## config.mk

```make
export PLATFORM = sky130hd
export DESIGN_NAME = prim_minimum_spanning_tree
export DESIGN_NICKNAME = d
export VERILOG_FILES = /design/src/pmst_pkg.sv /design/src/pmst_ram.sv /design/src/pmst_pick.sv /design/src/prim_minimum_spanning_tree.sv
export SDC_FILE = /design/constraint.sdc
export NUM_CORES = 2
export LEC_CHECK = 0
export BUFFER_PORTS_ARGS = -buffer_cell sky130_fd_sc_hd__buf_2
export CAP_MARGIN = 20
export CORE_MARGIN = 4
export CORE_UTILIZATION = 40
export CTS_CLUSTER_SIZE = 40
export DETAILED_ROUTE_END_ITERATION = 8
export GPL_TIMING_DRIVEN = 1
export PLACE_DENSITY = 0.54
export SLEW_MARGIN = 20
export SYNTH_ARGS = -nofsm -noshare
export SYNTH_HDL_FRONTEND = slang
export SYNTH_SLANG_ARGS = --single-unit
export TNS_END_PERCENT = 100
```

## constraint.sdc

```tcl
create_clock -name clk -period 3.3 [get_ports clk]
set_input_delay 0.66 -clock clk [delete_from_list [all_inputs] [get_ports clk]]
set_output_delay 0.66 -clock clk [all_outputs]
set_load 0.03 [all_outputs]
```

## src/pmst_pkg.sv

```systemverilog
`default_nettype none

package pmst_pkg;

  localparam int MAX_VERTICES_DEF = 16;
  localparam int WEIGHT_BITS_DEF  = 16;

  // Fixed widths of the ports.
  localparam int VCNT_W     = 5;
  localparam int IN_DATA_W  = 16;
  localparam int VTX_OUT_W  = 4;
  localparam int WGT_OUT_W  = 16;
  localparam int OUT_DATA_W = 2 * VTX_OUT_W + WGT_OUT_W;

  // Vertex count after reset, limited by the configured maximum.
  localparam int VCNT_RESET = 16;

  typedef struct packed {
    logic clear;  // drop the running minimum before a new round
    logic cand;   // a crossing-edge candidate is on the read port
  } pmst_ctl_t;

endpackage

`default_nettype wire

```

## src/pmst_ram.sv

```systemverilog
`default_nettype none

module pmst_ram #(
  parameter int WIDTH = 16,
  parameter int DEPTH = 256
) (
  input  wire logic                     clk,
  input  wire logic                     we,
  input  wire logic [$clog2(DEPTH)-1:0] waddr,
  input  wire logic [WIDTH-1:0]         wdata,
  input  wire logic [$clog2(DEPTH)-1:0] raddr,
  output logic      [WIDTH-1:0]         rdata
);

  logic [WIDTH-1:0] mem_r [DEPTH];
  logic [WIDTH-1:0] rdata_r;

  always_ff @(posedge clk) begin
    if (we) begin
      mem_r[waddr] <= wdata;
    end
    rdata_r <= mem_r[raddr];
  end

  assign rdata = rdata_r;

endmodule

`default_nettype wire

```

## src/pmst_pick.sv

```systemverilog
`default_nettype none

module pmst_pick import pmst_pkg::*; #(
  parameter int VW = 4,
  parameter int WB = 16
) (
  input  wire logic            clk,
  input  wire logic            rst_n,
  input  wire pmst_ctl_t       ctl,
  input  wire logic [VW-1:0]   cand_i,
  input  wire logic [VW-1:0]   cand_j,
  input  wire logic [WB-1:0]   cand_w,
  output logic                 found,
  output logic [WB-1:0]        best,
  output logic [VW-1:0]        best_i,
  output logic [VW-1:0]        best_j
);

  logic          found_r;
  logic [WB-1:0] best_r;
  logic [VW-1:0] best_i_r;
  logic [VW-1:0] best_j_r;
  logic          take;

  // Only a strictly smaller weight replaces the minimum, so the first one seen wins ties.
  assign take = ctl.cand && (cand_w != '0) && (!found_r || (cand_w < best_r));

  always_ff @(posedge clk) begin
    if (!rst_n) begin
      found_r <= 1'b0;
    end else if (ctl.clear) begin
      found_r <= 1'b0;
    end else if (take) begin
      found_r <= 1'b1;
    end
  end

  always_ff @(posedge clk) begin
    if (take) begin
      best_r   <= cand_w;
      best_i_r <= cand_i;
      best_j_r <= cand_j;
    end
  end

  assign found  = found_r;
  assign best   = best_r;
  assign best_i = best_i_r;
  assign best_j = best_j_r;

endmodule

`default_nettype wire

```

## src/prim_minimum_spanning_tree.sv

```systemverilog
// Load: one matrix word per cycle, n*n words for n active vertices.
// Compute: each of the n-1 rounds sweeps all n*n store entries through one
// compare unit, one per cycle, then holds its result word until it is taken.
// A new matrix is accepted in the cycle after the word with last set is taken.
// Reset clears the control state, sets the vertex count to 16 (at most MAX_VERTICES)
// and leaves the weight store as it was.
`default_nettype none

module prim_minimum_spanning_tree import pmst_pkg::*; #(
  parameter int MAX_VERTICES = MAX_VERTICES_DEF,
  parameter int WEIGHT_BITS  = WEIGHT_BITS_DEF
) (
  input  wire logic                  clk,
  input  wire logic                  rst_n,
  input  wire logic                  cfg_we,
  input  wire logic [VCNT_W-1:0]     cfg_wdata,   // vertex_count
  input  wire logic                  in_tvalid,
  output logic                       in_tready,
  input  wire logic [IN_DATA_W-1:0]  in_tdata,    // weight
  output logic                       out_tvalid,
  input  wire logic                  out_tready,
  output logic [OUT_DATA_W-1:0]      out_tdata,   // from_vertex, to_vertex, edge_weight
  output logic                       out_tuser,   // no_edge
  output logic                       out_tlast
);

  localparam int VW      = $clog2(MAX_VERTICES);
  localparam int NW      = $clog2(MAX_VERTICES + 1);
  localparam int DEPTH   = MAX_VERTICES * MAX_VERTICES;
  localparam int AW      = $clog2(DEPTH);
  localparam int LCW     = $clog2(DEPTH + 1);
  localparam int N_RESET = (MAX_VERTICES < VCNT_RESET) ? MAX_VERTICES : VCNT_RESET;

  localparam logic [1:0] S_LOAD  = 2'd0;
  localparam logic [1:0] S_SCAN  = 2'd1;
  localparam logic [1:0] S_DRAIN = 2'd2;
  localparam logic [1:0] S_EMIT  = 2'd3;

  logic [1:0]              state_r, state_nxt;
  logic [NW-1:0]           n_r, n_nxt;
  logic [LCW-1:0]          nn_r, nn_nxt;
  logic [LCW-1:0]          load_count_r, load_count_nxt;
  logic [MAX_VERTICES-1:0] in_tree_r, in_tree_nxt;
  logic [VW-1:0]           edges_r, edges_nxt;
  logic [VW-1:0]           i_r, i_nxt;
  logic [VW-1:0]           j_r, j_nxt;
  logic [AW-1:0]           base_r, base_nxt;
  logic                    p_valid_r, p_valid_nxt;
  logic [VW-1:0]           p_i_r, p_i_nxt;
  logic [VW-1:0]           p_j_r, p_j_nxt;

  logic                    in_acc;
  logic                    out_acc;
  logic                    row_end;
  logic                    last_row;
  logic                    load_done;
  logic                    last_edge;
  logic [NW-1:0]           cfg_n;
  logic [LCW-1:0]          cfg_nn;
  logic [AW-1:0]           rd_addr;
  logic [WEIGHT_BITS-1:0]  rd_data;
  pmst_ctl_t               pick_ctl;
  logic                    found;
  logic [WEIGHT_BITS-1:0]  best;
  logic [VW-1:0]           best_i;
  logic [VW-1:0]           best_j;

  assign in_tready  = (state_r == S_LOAD);
  assign out_tvalid = (state_r == S_EMIT);
  assign in_acc     = in_tvalid && in_tready;
  assign out_acc    = out_tvalid && out_tready;

  assign row_end   = (NW'(j_r) == (n_r - NW'(1)));
  assign last_row  = (NW'(i_r) == (n_r - NW'(1)));
  assign load_done = ((load_count_r + LCW'(1)) == nn_r);
  assign last_edge = ((NW + 1)'(edges_r) + (NW + 1)'(2)) >= (NW + 1)'(n_r);
  assign rd_addr   = base_r + AW'(j_r);

  // A count of zero acts as one; counts above the maximum are clipped.
  always_comb begin
    if (cfg_wdata == '0) begin
      cfg_n = NW'(1);
    end else if (int'(cfg_wdata) > MAX_VERTICES) begin
      cfg_n = NW'(MAX_VERTICES);
    end else begin
      cfg_n = NW'(cfg_wdata);
    end
    cfg_nn = LCW'(cfg_n) * LCW'(cfg_n);
  end

  assign pick_ctl.cand  = p_valid_r;
  assign pick_ctl.clear = out_acc;

  pmst_ram #(
    .WIDTH (WEIGHT_BITS),
    .DEPTH (DEPTH)
  ) u_store (
    .clk   (clk),
    .we    (in_acc),
    .waddr (load_count_r[AW-1:0]),
    .wdata (WEIGHT_BITS'(in_tdata)),
    .raddr (rd_addr),
    .rdata (rd_data)
  );

  pmst_pick #(
    .VW (VW),
    .WB (WEIGHT_BITS)
  ) u_pick (
    .clk    (clk),
    .rst_n  (rst_n),
    .ctl    (pick_ctl),
    .cand_i (p_i_r),
    .cand_j (p_j_r),
    .cand_w (rd_data),
    .found  (found),
    .best   (best),
    .best_i (best_i),
    .best_j (best_j)
  );

  always_comb begin
    state_nxt      = state_r;
    n_nxt          = n_r;
    nn_nxt         = nn_r;
    load_count_nxt = load_count_r;
    in_tree_nxt    = in_tree_r;
    edges_nxt      = edges_r;
    i_nxt          = i_r;
    j_nxt          = j_r;
    base_nxt       = base_r;
    p_valid_nxt    = 1'b0;
    p_i_nxt        = i_r;
    p_j_nxt        = j_r;

    case (state_r)
      S_LOAD: begin
        if (cfg_we) begin
          n_nxt          = cfg_n;
          nn_nxt         = cfg_nn;
          load_count_nxt = '0;
        end else if (in_acc) begin
          if (load_done) begin
            load_count_nxt = '0;
            // A single vertex has no edges, so the block just waits for the next matrix.
            if (n_r != NW'(1)) begin
              state_nxt = S_SCAN;
              i_nxt     = '0;
              j_nxt     = '0;
              base_nxt  = '0;
            end
          end else begin
            load_count_nxt = load_count_r + LCW'(1);
          end
        end
      end
      S_SCAN: begin
        // Entry (i, j) is a candidate when it crosses from the tree to a non-tree vertex.
        p_valid_nxt = in_tree_r[i_r] && !in_tree_r[j_r];
        if (row_end) begin
          j_nxt    = '0;
          i_nxt    = i_r + VW'(1);
          base_nxt = base_r + AW'(n_r);
          if (last_row) begin
            state_nxt = S_DRAIN;
          end
        end else begin
          j_nxt = j_r + VW'(1);
        end
      end
      S_DRAIN: begin
        state_nxt = S_EMIT;
      end
      S_EMIT: begin
        if (out_acc) begin
          edges_nxt = edges_r + VW'(1);
          if (found) begin
            in_tree_nxt[best_j] = 1'b1;
          end
          if (last_edge) begin
            in_tree_nxt = MAX_VERTICES'(1);
            edges_nxt   = '0;
            state_nxt   = S_LOAD;
          end else begin
            state_nxt = S_SCAN;
            i_nxt     = '0;
            j_nxt     = '0;
            base_nxt  = '0;
          end
        end
      end
      default: begin
        state_nxt = S_LOAD;
      end
    endcase
  end

  always_ff @(posedge clk) begin
    if (!rst_n) begin
      state_r      <= S_LOAD;
      n_r          <= NW'(N_RESET);
      nn_r         <= LCW'(N_RESET * N_RESET);
      load_count_r <= '0;
      in_tree_r    <= MAX_VERTICES'(1);
      edges_r      <= '0;
      i_r          <= '0;
      j_r          <= '0;
      base_r       <= '0;
      p_valid_r    <= 1'b0;
    end else begin
      state_r      <= state_nxt;
      n_r          <= n_nxt;
      nn_r         <= nn_nxt;
      load_count_r <= load_count_nxt;
      in_tree_r    <= in_tree_nxt;
      edges_r      <= edges_nxt;
      i_r          <= i_nxt;
      j_r          <= j_nxt;
      base_r       <= base_nxt;
      p_valid_r    <= p_valid_nxt;
    end
  end

  always_ff @(posedge clk) begin
    p_i_r <= p_i_nxt;
    p_j_r <= p_j_nxt;
  end

  assign out_tdata = found ? {WGT_OUT_W'(best), VTX_OUT_W'(best_j), VTX_OUT_W'(best_i)} : '0;
  assign out_tuser = !found;
  assign out_tlast = last_edge;

endmodule

`default_nettype wire

```

==> run metrics <==
slowest CP cell fa_4; pre-CTS WS -1390 ps; reg2reg path depth 13; Initial Utilization 40.2%; pwr/cell area 560 mW/mm²; WL/cell 32.0 µm; Post-Syn Area 0.165 mm²; Worst-Skew Late Latency 1010 ps; hold buffers post-CTS 0; Post-synth EDFFs 4120; via count 83.5k; crit-path cells ha_4, fa_4, buf_12, buf_12, buf_16, buf_12, mux4_2, nor2b_4, a211oi_4, o31ai_4, nand4_1, buf_4, nor4_4; RePlAce Congestion 0.823; CTS tree yes; Core Util, Final 48.3%; Hold Path Cell Cnt 1; CP peak stage delay 830 ps; dominant cells by area after synthesis edfxtp_1 (75%), mux4_2 (15%), dfxtp_1 (1.0%); commonest cells in the netlist edfxtp_1 (4120), mux4_2 (1128), nor2_1 (319); Synth async-reset ratio 0%; largest area contributor in the netlist edfxtp_1; FF+latch count, synth 4205; max_slew headroom 26.9%; Setup TNS -8320 ps; Hold Vio Cnt, Final 0; 1st-iter DRT viols 9364; RSZ-0062 raised after global routing yes; WL met3 33.6 mm; FMAX 253 MHz; Ys Warns 0; root buffer cell clkbuf_16; met2 wire length 223 mm; critical path class flop to flop; Synth-to-Final Area Change 20.2%; HP Class input port to flop; top layer in use met5; vias in the first global route 84.5k; gr usage total 21.7%; reg2reg start base_r[0]$_SDFFE_PN0P_; register area share after synthesis 76.1%; DRT Wirelength 466 mm; num rows 235; min-delay src in_tdata[13]; Worst path depth 13; Post-synth top flop edfxtp_1; Final period util 120%; Worst R2R Setup Slack -650 ps; H-tree Lvls 5; Required @ worst endpoint 4180 ps; Slew Viols, Final 0; DRC viols 0; total gr overflow 0; port bufs 53; antenna viol nets, final 0; critical path endpoint category flop; global-route wire length before repair 656 mm; syn_area_per_cell 21.9 µm²; worst r2r dst u_store.rdata[11]$_DFF_P_; min Tclk post-route 3950 ps; Worst Path Arrival 4830 ps; startpoint types flop; HPWL after detailed placement 285 mm; cell family with most CP delay adder cells; final net count 8811; most frequent cell after synthesis edfxtp_1; failing checks negative setup slack; worst path buffer plus inverter count 5; Die H 650 µm; clk slew on worst S/H paths 60 ps; Final setup viols 16; # IOs 54; 1st-pass router iterations 6; initial antenna violation count 26; worst-path maximum fanout 6; post-synth top area share 75.1%; Fill cells 33.3k; PnR Total Power 111 mW; CTS sink cnt 4205; Worst Clk Skew 50.7 ps; final worst setup slack -648 ps; Pleak 61.5 nW; share of cells above drive strength 1 36.9%; status finished, violations left; Crit path top cell by count buf_12; Min-Delay Endpoint u_store.mem_r[79][13]$_DFFE_PP_; core box area 0.410 mm²; post-synthesis cell type count 94; metal1 wirelength 199 mm; die span in x 650 µm; maximum clock path buffer count 4; Max Cap Viol 0; Syn Inst Count 7529; CTS buffer count 436; vias per cell 5.74; Die Area 0.422 mm²; largest net degree at the start of global routing 138; maximum VDD drop 0.455 mV; Least-Margin Pin Slew 1100 ps
sequential cells by signal, indices dropped and copies added, names as in the netlist:
| register | count |
|---|---|
| u_store.mem_r | 4096 |
| in_tree_r | 16 |
| u_pick.best | 16 |
| u_store.rdata | 16 |
| load_count_r | 9 |
| base_r | 8 |
| nn_r | 7 |
| n_r | 5 |
| edges_r | 4 |
| i_r | 4 |
| j_r | 4 |
| p_i_r | 4 |
| p_j_r | 4 |
| u_pick.best_i | 4 |
| u_pick.best_j | 4 |
| state_r | 2 |
| p_valid_r | 1 |
| u_pick.found | 1 |
repair_timing:
action / in CTS / in global routing
resized for setup: 323 / 156
endpoints found under the setup margin: 18 / 27
pin swaps: 57 / 56
cloned: 21 / 6
setup buffers: 77 / 49
worst max-delay path by stage:
stage	startpoint	to	slack, ps
2_1_floorplan	cfg_wdata[1]	nn_r[8]$_SDFFE_PN1P_	60
3_3_place_gp	j_r[0]$_SDFFE_PN0P_	u_store.rdata[11]$_DFF_P_	-1690
3_5_place_dp	j_r[0]$_SDFFE_PN0P_	u_store.rdata[11]$_DFF_P_	-1390
4_1_cts	j_r[0]$_SDFFE_PN0P_	u_store.rdata[11]$_DFF_P_	-740
5_1_grt	base_r[0]$_SDFFE_PN0P_	u_store.rdata[11]$_DFF_P_	-680
6_report	base_r[0]$_SDFFE_PN0P_	u_store.rdata[11]$_DFF_P_	-650
where the power goes:
group | switching [mW] | leakage (nW) | internal [mW]
Sequential | 0.125 | 37.7 | 58.7
Clock | 20.8 | 6.97 | 28.7
Combinational | 1.82 | 16.8 | 0.799
Total | 22.7 | 61.5 | 88.1
cells by family (layout without fill, tap and decap cells):
| family | count (synthesis) | count (layout) | share of synthesized area, % |
|---|---|---|---|
| flops | 4205 | 4205 | 76.1 |
| mux | 1317 | 1317 | 16.6 |
| simple gates | 908 | 908 | 2.80 |
| compound gates | 517 | 517 | 2.21 |
| buf+inv | 490 | 2057 | 1.65 |
| fa+ha+maj | 59 | 59 | 0.466 |
| xor+xnor | 32 | 32 | 0.175 |
| other cells | 1 | 14 | 0.00228 |
area by class of cell:
class,instances,area [µm²],share of cell area (%)
flip-flops and latches,4205,125000,63.3
inverters,42,161,0.0815
well taps,5451,6820,3.44
repair buffers,1205,12600,6.36
multi-input cells,2836,38700,19.5
clock inverters,270,2840,1.43
clock buffers,540,11500,5.82
diodes,11,27.5,0.0139
layer usage:
| metal | global-route usage (%) | vias up |
|---|---|---|
| li1 | - | 34197 |
| met1 | 31.6 | 45495 |
| met2 | 34.6 | 3244 |
| met3 | 3.36 | 586 |
| met4 | 4.80 | 6 |
| met5 | 0 | - |
metrics by stage:
stage,hold slack [ps],cells,cell area [µm²]
2_1_floorplan,353,7531,165000
3_3_place_gp,386,13595,180000
3_5_place_dp,389,13596,180000
4_1_cts,26.5,14499,197000
5_1_grt,36.4,14550,198000
6_report,98.6,14560,198000
placed cells by master, fill, tap and decap left out, drive strengths merged, types with 38 or more instances in the layout:
cell,synthesis,routed
nor2,320,320
o311ai,44,44
nor2b,185,185
mux4,1128,1128
nand4,39,39
clkinv,1,194
inv,41,51
nand2b,45,45
a211oi,124,124
dfxtp,85,85
buf,273,1195
o21ai,72,72
ha,55,55
edfxtp,4120,4120
clkbuf,175,546
mux2i,151,151
nor3,64,64
bufinv,0,49
nand2,105,105
a21oi,86,86
o22ai,46,46
mux2,38,38
nand3,66,66
No activity file was read; power rests on OpenSTA's default activity.
